[src/hw/rtl/wsfhp_pkg.sv]
// Package for the WebSocket frame header parser.
// Holds the parse phase and event codes, the length constants and the result record.
// It has no dependencies. Every module of the parser but wsfhp_in_stage uses it.
package wsfhp_pkg;

  // Parse phases, one-hot encoded.
  typedef enum logic [5:0] {
    PH_FIRST   = 6'b000001,
    PH_SECOND  = 6'b000010,
    PH_EXT_HI  = 6'b000100,
    PH_EXT_LO  = 6'b001000,
    PH_KEY     = 6'b010000,
    PH_PAYLOAD = 6'b100000
  } phase_t;

  typedef enum logic [1:0] {
    EV_HEADER_BYTE = 2'd0,
    EV_HEADER_DONE = 2'd1,
    EV_PAYLOAD     = 2'd2,
    EV_ERROR       = 2'd3
  } event_kind_t;

  localparam logic [6:0]  LEN_EXT16 = 7'h7E;
  localparam logic [15:0] KEY_BYTES = 16'd4;

  typedef struct packed {
    event_kind_t kind;
    logic        frame_done;
    logic        final_flag;
    logic [3:0]  frame_opcode;
    logic        masked_flag;
    logic [15:0] payload_length;
    logic [31:0] masking_key;
    logic [7:0]  payload_byte;
  } result_t;

endpackage

[src/hw/rtl/websocket_frame_header_parser_unit.sv]
// WebSocket frame header parser, one stream byte in and one event out per request.
//
// Input channel: byte_valid / byte_stall carry stream_byte, one raw byte of the stream.
// Output channel: event_valid / event_stall carry one event per input byte: its kind
// (header byte, header complete, payload byte, unsupported length), a frame-done mark,
// the current frame's FIN, opcode, MASK, length and masking key, and the raw payload byte.
// Payload bytes are passed through masked, exactly as received.
//
// An accepted byte waits in the input register while the decode step runs, and the result
// register loads its event once it is empty or its event is being taken. Throughput is one
// byte per clock while the receiver does not stall; the frame state is updated in the same
// cycle that a byte moves from the input register to the result register.
//
// Reset (rst, synchronous) empties both registers and sets the parser to expect the
// first byte of a new frame header with all held fields zero.
// When the receiver stalls, the result register holds its event, the input register
// keeps one more byte, and after that byte_stall is raised until the event is taken.
module websocket_frame_header_parser_unit (
  input  logic        clk,
  input  logic        rst,
  input  logic        byte_valid,
  output logic        byte_stall,
  input  logic [7:0]  stream_byte,
  output logic        event_valid,
  input  logic        event_stall,
  output logic [1:0]  event_kind,
  output logic        frame_done,
  output logic        final_flag,
  output logic [3:0]  frame_opcode,
  output logic        masked_flag,
  output logic [15:0] payload_length,
  output logic [31:0] masking_key,
  output logic [7:0]  payload_byte
);

  logic               held_valid;
  logic [7:0]         held_byte;
  logic               load_ready;
  logic               take;
  wsfhp_pkg::result_t step_result;
  wsfhp_pkg::result_t out_result;

  assign take = held_valid && load_ready;

  wsfhp_in_stage u_in_stage (
    .clk         (clk),
    .rst         (rst),
    .byte_valid  (byte_valid),
    .byte_stall  (byte_stall),
    .stream_byte (stream_byte),
    .take        (take),
    .held_valid  (held_valid),
    .held_byte   (held_byte)
  );

  wsfhp_decoder u_decoder (
    .clk         (clk),
    .rst         (rst),
    .take        (take),
    .stream_byte (held_byte),
    .result      (step_result)
  );

  wsfhp_out_stage u_out_stage (
    .clk         (clk),
    .rst         (rst),
    .load_valid  (held_valid),
    .load_ready  (load_ready),
    .load_result (step_result),
    .event_valid (event_valid),
    .event_stall (event_stall),
    .held_result (out_result)
  );

  assign event_kind     = out_result.kind;
  assign frame_done     = out_result.frame_done;
  assign final_flag     = out_result.final_flag;
  assign frame_opcode   = out_result.frame_opcode;
  assign masked_flag    = out_result.masked_flag;
  assign payload_length = out_result.payload_length;
  assign masking_key    = out_result.masking_key;
  assign payload_byte   = out_result.payload_byte;

endmodule

[src/hw/rtl/wsfhp_in_stage.sv]
// Input register of the WebSocket frame header parser.
// Holds one stream byte until the decode step takes it. It depends on no package items.
module wsfhp_in_stage (
  input  logic       clk,
  input  logic       rst,
  input  logic       byte_valid,
  output logic       byte_stall,
  input  logic [7:0] stream_byte,
  input  logic       take,
  output logic       held_valid,
  output logic [7:0] held_byte
);

  logic       valid;
  logic [7:0] data;

  // The register refills in the same cycle that the held byte moves on.
  assign byte_stall = valid && !take;
  assign held_valid = valid;
  assign held_byte  = data;

  always_ff @(posedge clk) begin
    if (rst) begin
      valid <= 1'b0;
    end else if (!byte_stall) begin
      valid <= byte_valid;
    end
  end

  always_ff @(posedge clk) begin
    if (!byte_stall && byte_valid) begin
      data <= stream_byte;
    end
  end

endmodule

[src/hw/rtl/wsfhp_decoder.sv]
// Decode step of the WebSocket frame header parser: the running frame state
// and the logic that turns one byte into one result. Uses wsfhp_pkg.
module wsfhp_decoder (
  input  logic              clk,
  input  logic              rst,
  input  logic              take,
  input  logic [7:0]        stream_byte,
  output wsfhp_pkg::result_t result
);

  wsfhp_pkg::phase_t phase, phase_next;
  logic [15:0] countdown, countdown_next;
  logic [15:0] length, length_next;
  logic [31:0] key, key_next;
  logic        fin, fin_next;
  logic [3:0]  opcode, opcode_next;
  logic        mask, mask_next;
  logic [15:0] count_dec;
  logic        len_known;
  wsfhp_pkg::event_kind_t kind;
  logic        done;
  logic [7:0]  pbyte;

  assign count_dec = countdown - 16'd1;

  always_comb begin
    phase_next     = phase;
    countdown_next = countdown;
    length_next    = length;
    key_next       = key;
    fin_next       = fin;
    opcode_next    = opcode;
    mask_next      = mask;
    kind           = wsfhp_pkg::EV_HEADER_BYTE;
    done           = 1'b0;
    pbyte          = 8'd0;
    len_known      = 1'b0;

    case (phase)
      wsfhp_pkg::PH_SECOND: begin
        mask_next = stream_byte[7];
        if (stream_byte[6:0] < wsfhp_pkg::LEN_EXT16) begin
          length_next = {9'd0, stream_byte[6:0]};
          len_known   = 1'b1;
        end else if (stream_byte[6:0] == wsfhp_pkg::LEN_EXT16) begin
          length_next = 16'd0;
          phase_next  = wsfhp_pkg::PH_EXT_HI;
        end else begin
          // A 64-bit length is not supported: report and resync on a new header.
          length_next = 16'd0;
          kind        = wsfhp_pkg::EV_ERROR;
          done        = 1'b1;
          phase_next  = wsfhp_pkg::PH_FIRST;
        end
      end
      wsfhp_pkg::PH_EXT_HI: begin
        length_next = {stream_byte, 8'd0};
        phase_next  = wsfhp_pkg::PH_EXT_LO;
      end
      wsfhp_pkg::PH_EXT_LO: begin
        length_next = {length[15:8], stream_byte};
        len_known   = 1'b1;
      end
      wsfhp_pkg::PH_KEY: begin
        key_next       = {key[23:0], stream_byte};
        countdown_next = count_dec;
        if (count_dec == 16'd0) begin
          kind = wsfhp_pkg::EV_HEADER_DONE;
          if (length == 16'd0) begin
            phase_next = wsfhp_pkg::PH_FIRST;
            done       = 1'b1;
          end else begin
            phase_next     = wsfhp_pkg::PH_PAYLOAD;
            countdown_next = length;
          end
        end
      end
      wsfhp_pkg::PH_PAYLOAD: begin
        kind           = wsfhp_pkg::EV_PAYLOAD;
        pbyte          = stream_byte;
        countdown_next = count_dec;
        if (count_dec == 16'd0) begin
          done       = 1'b1;
          phase_next = wsfhp_pkg::PH_FIRST;
        end
      end
      default: begin
        fin_next       = stream_byte[7];
        opcode_next    = stream_byte[3:0];
        mask_next      = 1'b0;
        length_next    = 16'd0;
        key_next       = 32'd0;
        countdown_next = 16'd0;
        phase_next     = wsfhp_pkg::PH_SECOND;
      end
    endcase

    // Once the length is known, either the key follows or the header is complete.
    if (len_known) begin
      if (mask_next) begin
        phase_next     = wsfhp_pkg::PH_KEY;
        countdown_next = wsfhp_pkg::KEY_BYTES;
      end else begin
        kind = wsfhp_pkg::EV_HEADER_DONE;
        if (length_next == 16'd0) begin
          phase_next = wsfhp_pkg::PH_FIRST;
          done       = 1'b1;
        end else begin
          phase_next     = wsfhp_pkg::PH_PAYLOAD;
          countdown_next = length_next;
        end
      end
    end
  end

  always_comb begin
    result.kind           = kind;
    result.frame_done     = done;
    result.final_flag     = fin_next;
    result.frame_opcode   = opcode_next;
    result.masked_flag    = mask_next;
    result.payload_length = length_next;
    result.masking_key    = key_next;
    result.payload_byte   = pbyte;
  end

  always_ff @(posedge clk) begin
    if (rst) begin
      phase     <= wsfhp_pkg::PH_FIRST;
      countdown <= 16'd0;
      length    <= 16'd0;
      key       <= 32'd0;
      fin       <= 1'b0;
      opcode    <= 4'd0;
      mask      <= 1'b0;
    end else if (take) begin
      phase     <= phase_next;
      countdown <= countdown_next;
      length    <= length_next;
      key       <= key_next;
      fin       <= fin_next;
      opcode    <= opcode_next;
      mask      <= mask_next;
    end
  end

endmodule

[src/hw/rtl/wsfhp_out_stage.sv]
// Result register of the WebSocket frame header parser.
// Holds one result until the receiver takes it. Uses wsfhp_pkg for the result record.
module wsfhp_out_stage (
  input  logic               clk,
  input  logic               rst,
  input  logic               load_valid,
  output logic               load_ready,
  input  wsfhp_pkg::result_t load_result,
  output logic               event_valid,
  input  logic               event_stall,
  output wsfhp_pkg::result_t held_result
);

  logic               valid;
  wsfhp_pkg::result_t data;

  assign load_ready  = !valid || !event_stall;
  assign event_valid = valid;
  assign held_result = data;

  always_ff @(posedge clk) begin
    if (rst) begin
      valid <= 1'b0;
    end else if (load_ready) begin
      valid <= load_valid;
    end
  end

  always_ff @(posedge clk) begin
    if (load_ready && load_valid) begin
      data <= load_result;
    end
  end

endmodule

[config.mk]
export PLATFORM = sky130hd
export DESIGN_NAME = websocket_frame_header_parser_unit
export DESIGN_NICKNAME = d
export VERILOG_FILES = /design/src/hw/rtl/wsfhp_pkg.sv /design/src/hw/rtl/websocket_frame_header_parser_unit.sv /design/src/hw/rtl/wsfhp_in_stage.sv /design/src/hw/rtl/wsfhp_decoder.sv /design/src/hw/rtl/wsfhp_out_stage.sv
export SDC_FILE = /design/constraint.sdc
export NUM_CORES = 1
export LEC_CHECK = 0
export ABC_AREA = 1
export BUFFER_PORTS_ARGS = -buffer_cell sky130_fd_sc_hd__buf_2
export CAP_MARGIN = 15
export CORE_MARGIN = 3
export CORE_UTILIZATION = 25
export DETAILED_ROUTE_END_ITERATION = 16
export PLACE_DENSITY_LB_ADDON = 0.05
export REMOVE_ABC_BUFFERS = 1
export SLEW_MARGIN = 20
export SYNTH_ARGS = -nofsm -noshare
export SYNTH_HDL_FRONTEND = slang
export SYNTH_SLANG_ARGS = --single-unit
[constraint.sdc]
create_clock -name clk -period 9.3 [get_ports clk]
set_input_delay 1.395 -clock clk [delete_from_list [all_inputs] [get_ports clk]]
set_output_delay 1.395 -clock clk [all_outputs]
set_load 0.02 [all_outputs]
==> impl_metrics.py <==
metrics = {
    "clock_network": {
        "clk_latency_ns": 0.43,
        "cts_resized": 0,
        "cts.sinks": 151,
        "clock_tree.buffer_depth": 2,
        "cts_hold_buf": 0,
        "cts_root_buffer": "clkbuf_16",
        "tritoncts": "yes",
        "htree_levels": 4,
        "post_cts_buffers": 0,
        "cts_buffers": 17,
        "cts.clk_slew.worst_paths_ns": 0.07,
    },
    "critical_path": {
        "startpoint": "u_decoder.countdown[0]$_SDFFE_PP0P_",
        "worstPathRequired_ns": 9.66,
        "worstPathMaxFanout": 16,
        "criticalPathCategory": "register to register",
        "start_kind": "register",
        "timing.rr.start": "u_decoder.countdown[0]$_SDFFE_PP0P_",
        "arrival_ns": 3.92,
        "crit_path_end_kind": "register",
        "ff2ff_setup_slack_ns": 5.74,
    },
    "pwr": {
        "switching_power_uw": 532,
        "clkPwrFrac_pct": 41.3,
        "peakVddDrop_uv": 96.3,
        "power.share.switching_pct": 31.3,
        "combPwrFrac_pct": 14.0,
        "p_int_mw": 1.17,
        "p_seq_share_pct": 44.7,
        "power_density_nw_per_um2": 194,
        "power_leakage_nw": 3.85,
        "finalPower_mw": 1.70,
    },
    "synth": {
        "synthArstFlopShare_pct": 0,
        "ys_types": 30,
        "syn_area_sq_um": 7440,
        "synthTopCellsByArea": "edfxtp_1 29%, dfxtp_1 21%, nand2_1 9.0%",
        "synth_edf_count": 73,
        "ys_warn_count": 0,
        "synth_cells": 950,
        "synth.top_cell.area_share_pct": 29.5,
        "ys_seq_elements": 151,
        "synth_ff_type": "dfxtp_1",
        "yosysSeqAreaShare_pct": 50.5,
        "yosysTopAreaCell": "edfxtp_1",
        "synth.avg_cell_area_sq_um": 7.83,
    },
    "routing": {
        "drtIter0Drc": 420,
        "drt-total-wl_mm": 23.8,
        "via_per_inst": 4.50,
        "drc": 0,
        "route.vias.total": 6347,
        "drt-pass1-iter-count": 4,
        "drtAntennaViolNets": 0,
        "wire_per_inst_um": 16.9,
    },
    "timing": {
        "finalHoldViolations": 0,
        "finalCritPeriodShare_pct": 38.3,
        "timing.final.ws_setup_ns": 5.74,
        "hold_slack_ns": 0.507,
        "fin_skew_ns": 0.0160,
        "finalMaxSlewViolations": 0,
        "timing.fmax_mhz": 281,
        "tightest_slew_ns": 0.971,
        "setup_viol": 0,
        "setup_tns_ns": 0,
        "slew_headroom_pct": 35.2,
        "grt_setup_unrepaired": "no",
        "fin_crit_ns": 3.56,
    },
    "status": {
        "outcome": "completed",
    },
    "final_layout": {
        "utilization_pct": 30.2,
        "final_cell_mix": "178 x nand2_1, 170 x inv_1, 87 x o21ai_0",
        "final_common_cell": "nand2_1",
        "area_growth_pct": 17.9,
        "fin_nets": 1026,
        "layout-drive-gt1-share_pct": 14.6,
    },
    "job": {
        "maxCapViolations": 0,
    },
    "placement": {
        "dpl_worst_slack_ns": 5.57,
        "hpwl_mm": 15.5,
        "io_buffers": 78,
        "routabilityCongestion": 0.780,
    },
    "global_route": {
        "grt_max_degree": 72,
        "globalRouteOverflowTotal": 0,
        "gr-usage-all-layers_pct": 15.2,
        "grt_pass1_wl_mm": 36.9,
        "grt_pass1_vias": 6137,
        "antenna_found_initial": 3,
    },
    "floorplan": {
        "start_util_pct": 25.6,
        "dieArea_sq_um": 31900,
        "ios": 79,
        "row_count": 62,
        "die_w_um": 179,
        "core_sq_um": 29000,
        "die_h_um": 179,
    },
    "min_path": {
        "min-delay-start": "u_decoder.phase[3]$_SDFFE_PP0P_",
        "worst_hold_path_type": "register to register",
    },
}
-- flip-flops by register name, indices dropped and copies added (netlist names) --
register / cells
u_in_stage.held_valid: 1
u_decoder.key: 32
u_decoder.phase: 6
u_out_stage.event_valid: 1
u_out_stage.held_result: 65
u_decoder.opcode: 4
u_in_stage.held_byte: 8
u_decoder.fin: 1
u_decoder.mask: 1
u_decoder.length: 16
u_decoder.countdown: 16
-- worst paths after layout --
| path | cells after the start | end |
|---|---|---|
| setup reg to reg | 15 | u_decoder.phase[5]$_SDFFE_PP0P_ |
| hold / removal | 2 | u_decoder.phase[3]$_SDFFE_PP0P_ |
| setup / recovery | 15 | u_decoder.phase[5]$_SDFFE_PP0P_ |
| hold reg to reg | 2 | u_decoder.phase[3]$_SDFFE_PP0P_ |
-- worst max-delay path, cell delays in order (launching register included) --
cell and delay [ns]:
dfxtp_1 0.43, inv_1 0.12, ha_1 0.27, inv_1 0.13, nor2_1 0.08, inv_1 0.07
nand2_1 0.12, inv_1 0.11, nand3_1 0.12, nor2_1 0.68, nand3_2 0.56, o21ai_1 0.26
nand2_2 0.16, inv_2 0.14, o21ai_0 0.08, a21oi_1 0.17
-- cells in the mapped netlist (8+ instances only) --
| cell type | n |
|---|---|
| a21oi_1 | 76 |
| buf_2 | 8 |
| clkbuf_1 | 27 |
| dfxtp_1 | 78 |
| edfxtp_1 | 73 |
| inv_1 | 171 |
| nand2_1 | 178 |
| nand3_1 | 52 |
| nand3_2 | 8 |
| nand4_1 | 18 |
| nor2_1 | 71 |
| nor2_2 | 8 |
| o21ai_0 | 87 |
| o21ai_1 | 16 |
| o22ai_1 | 40 |
-- through the flow --
| step | cell area, sq um | cells |
|---|---|---|
| floorplan | 7240 | 907 |
| global placement | 8180 | 1377 |
| detailed placement | 8180 | 1377 |
| CTS | 8760 | 1409 |
| global route | 8770 | 1410 |
| finish | 8770 | 1411 |
-- kinds of logic (layout without fill, tap and decap cells) --
family | count (synthesis) | after routing | synth area share, %
AND/OR/NAND/NOR | 343 | 343 | 20.3
other | 0 | 2 | 0
flip-flops | 151 | 151 | 50.5
XOR/XNOR | 1 | 1 | 0.118
buffers and inverters | 219 | 294 | 11.6
adder cells (fa/ha/maj) | 2 | 2 | 0.336
AO/OA/AOI/OAI | 234 | 234 | 17.2
-- layer usage --
metal | GRT usage (%) | vias up | wire length (um)
met3 | 4.07 | 24 | 1200
met4 | 3.51 | 4 | 278
met2 | 24.1 | 105 | 10800
met1 | 20.7 | 2946 | 11500
li1 | - | 3268 | -
met5 | 0 | - | 21
-- final cells by class --
| cell class | instances | area, sq um |
|---|---|---|
| fill | 3201 | 20200 |
| multi-input combinational | 580 | 2830 |
| timing repair buffer | 86 | 450 |
| clock buffer | 18 | 439 |
| sequential | 151 | 3750 |
| antenna | 2 | 5.00 |
| tap | 384 | 480 |
| clock inverter | 14 | 149 |
| inverter | 176 | 661 |
-- power by group through the flow --
| stage | Sequential [mW] | Clock (mW) | Combinational (mW) |
|---|---|---|---|
| CTS | 0.761 | 0.728 | 0.242 |
| detailed placement | 0.776 | 0 | 0.241 |
| global route | 0.765 | 0.755 | 0.269 |
| finish | 0.760 | 0.703 | 0.237 |
| global placement | 0.776 | 0 | 0.241 |
| floorplan | 0.788 | 0 | 0.147 |
No activity file was read; power rests on OpenSTA's default activity.
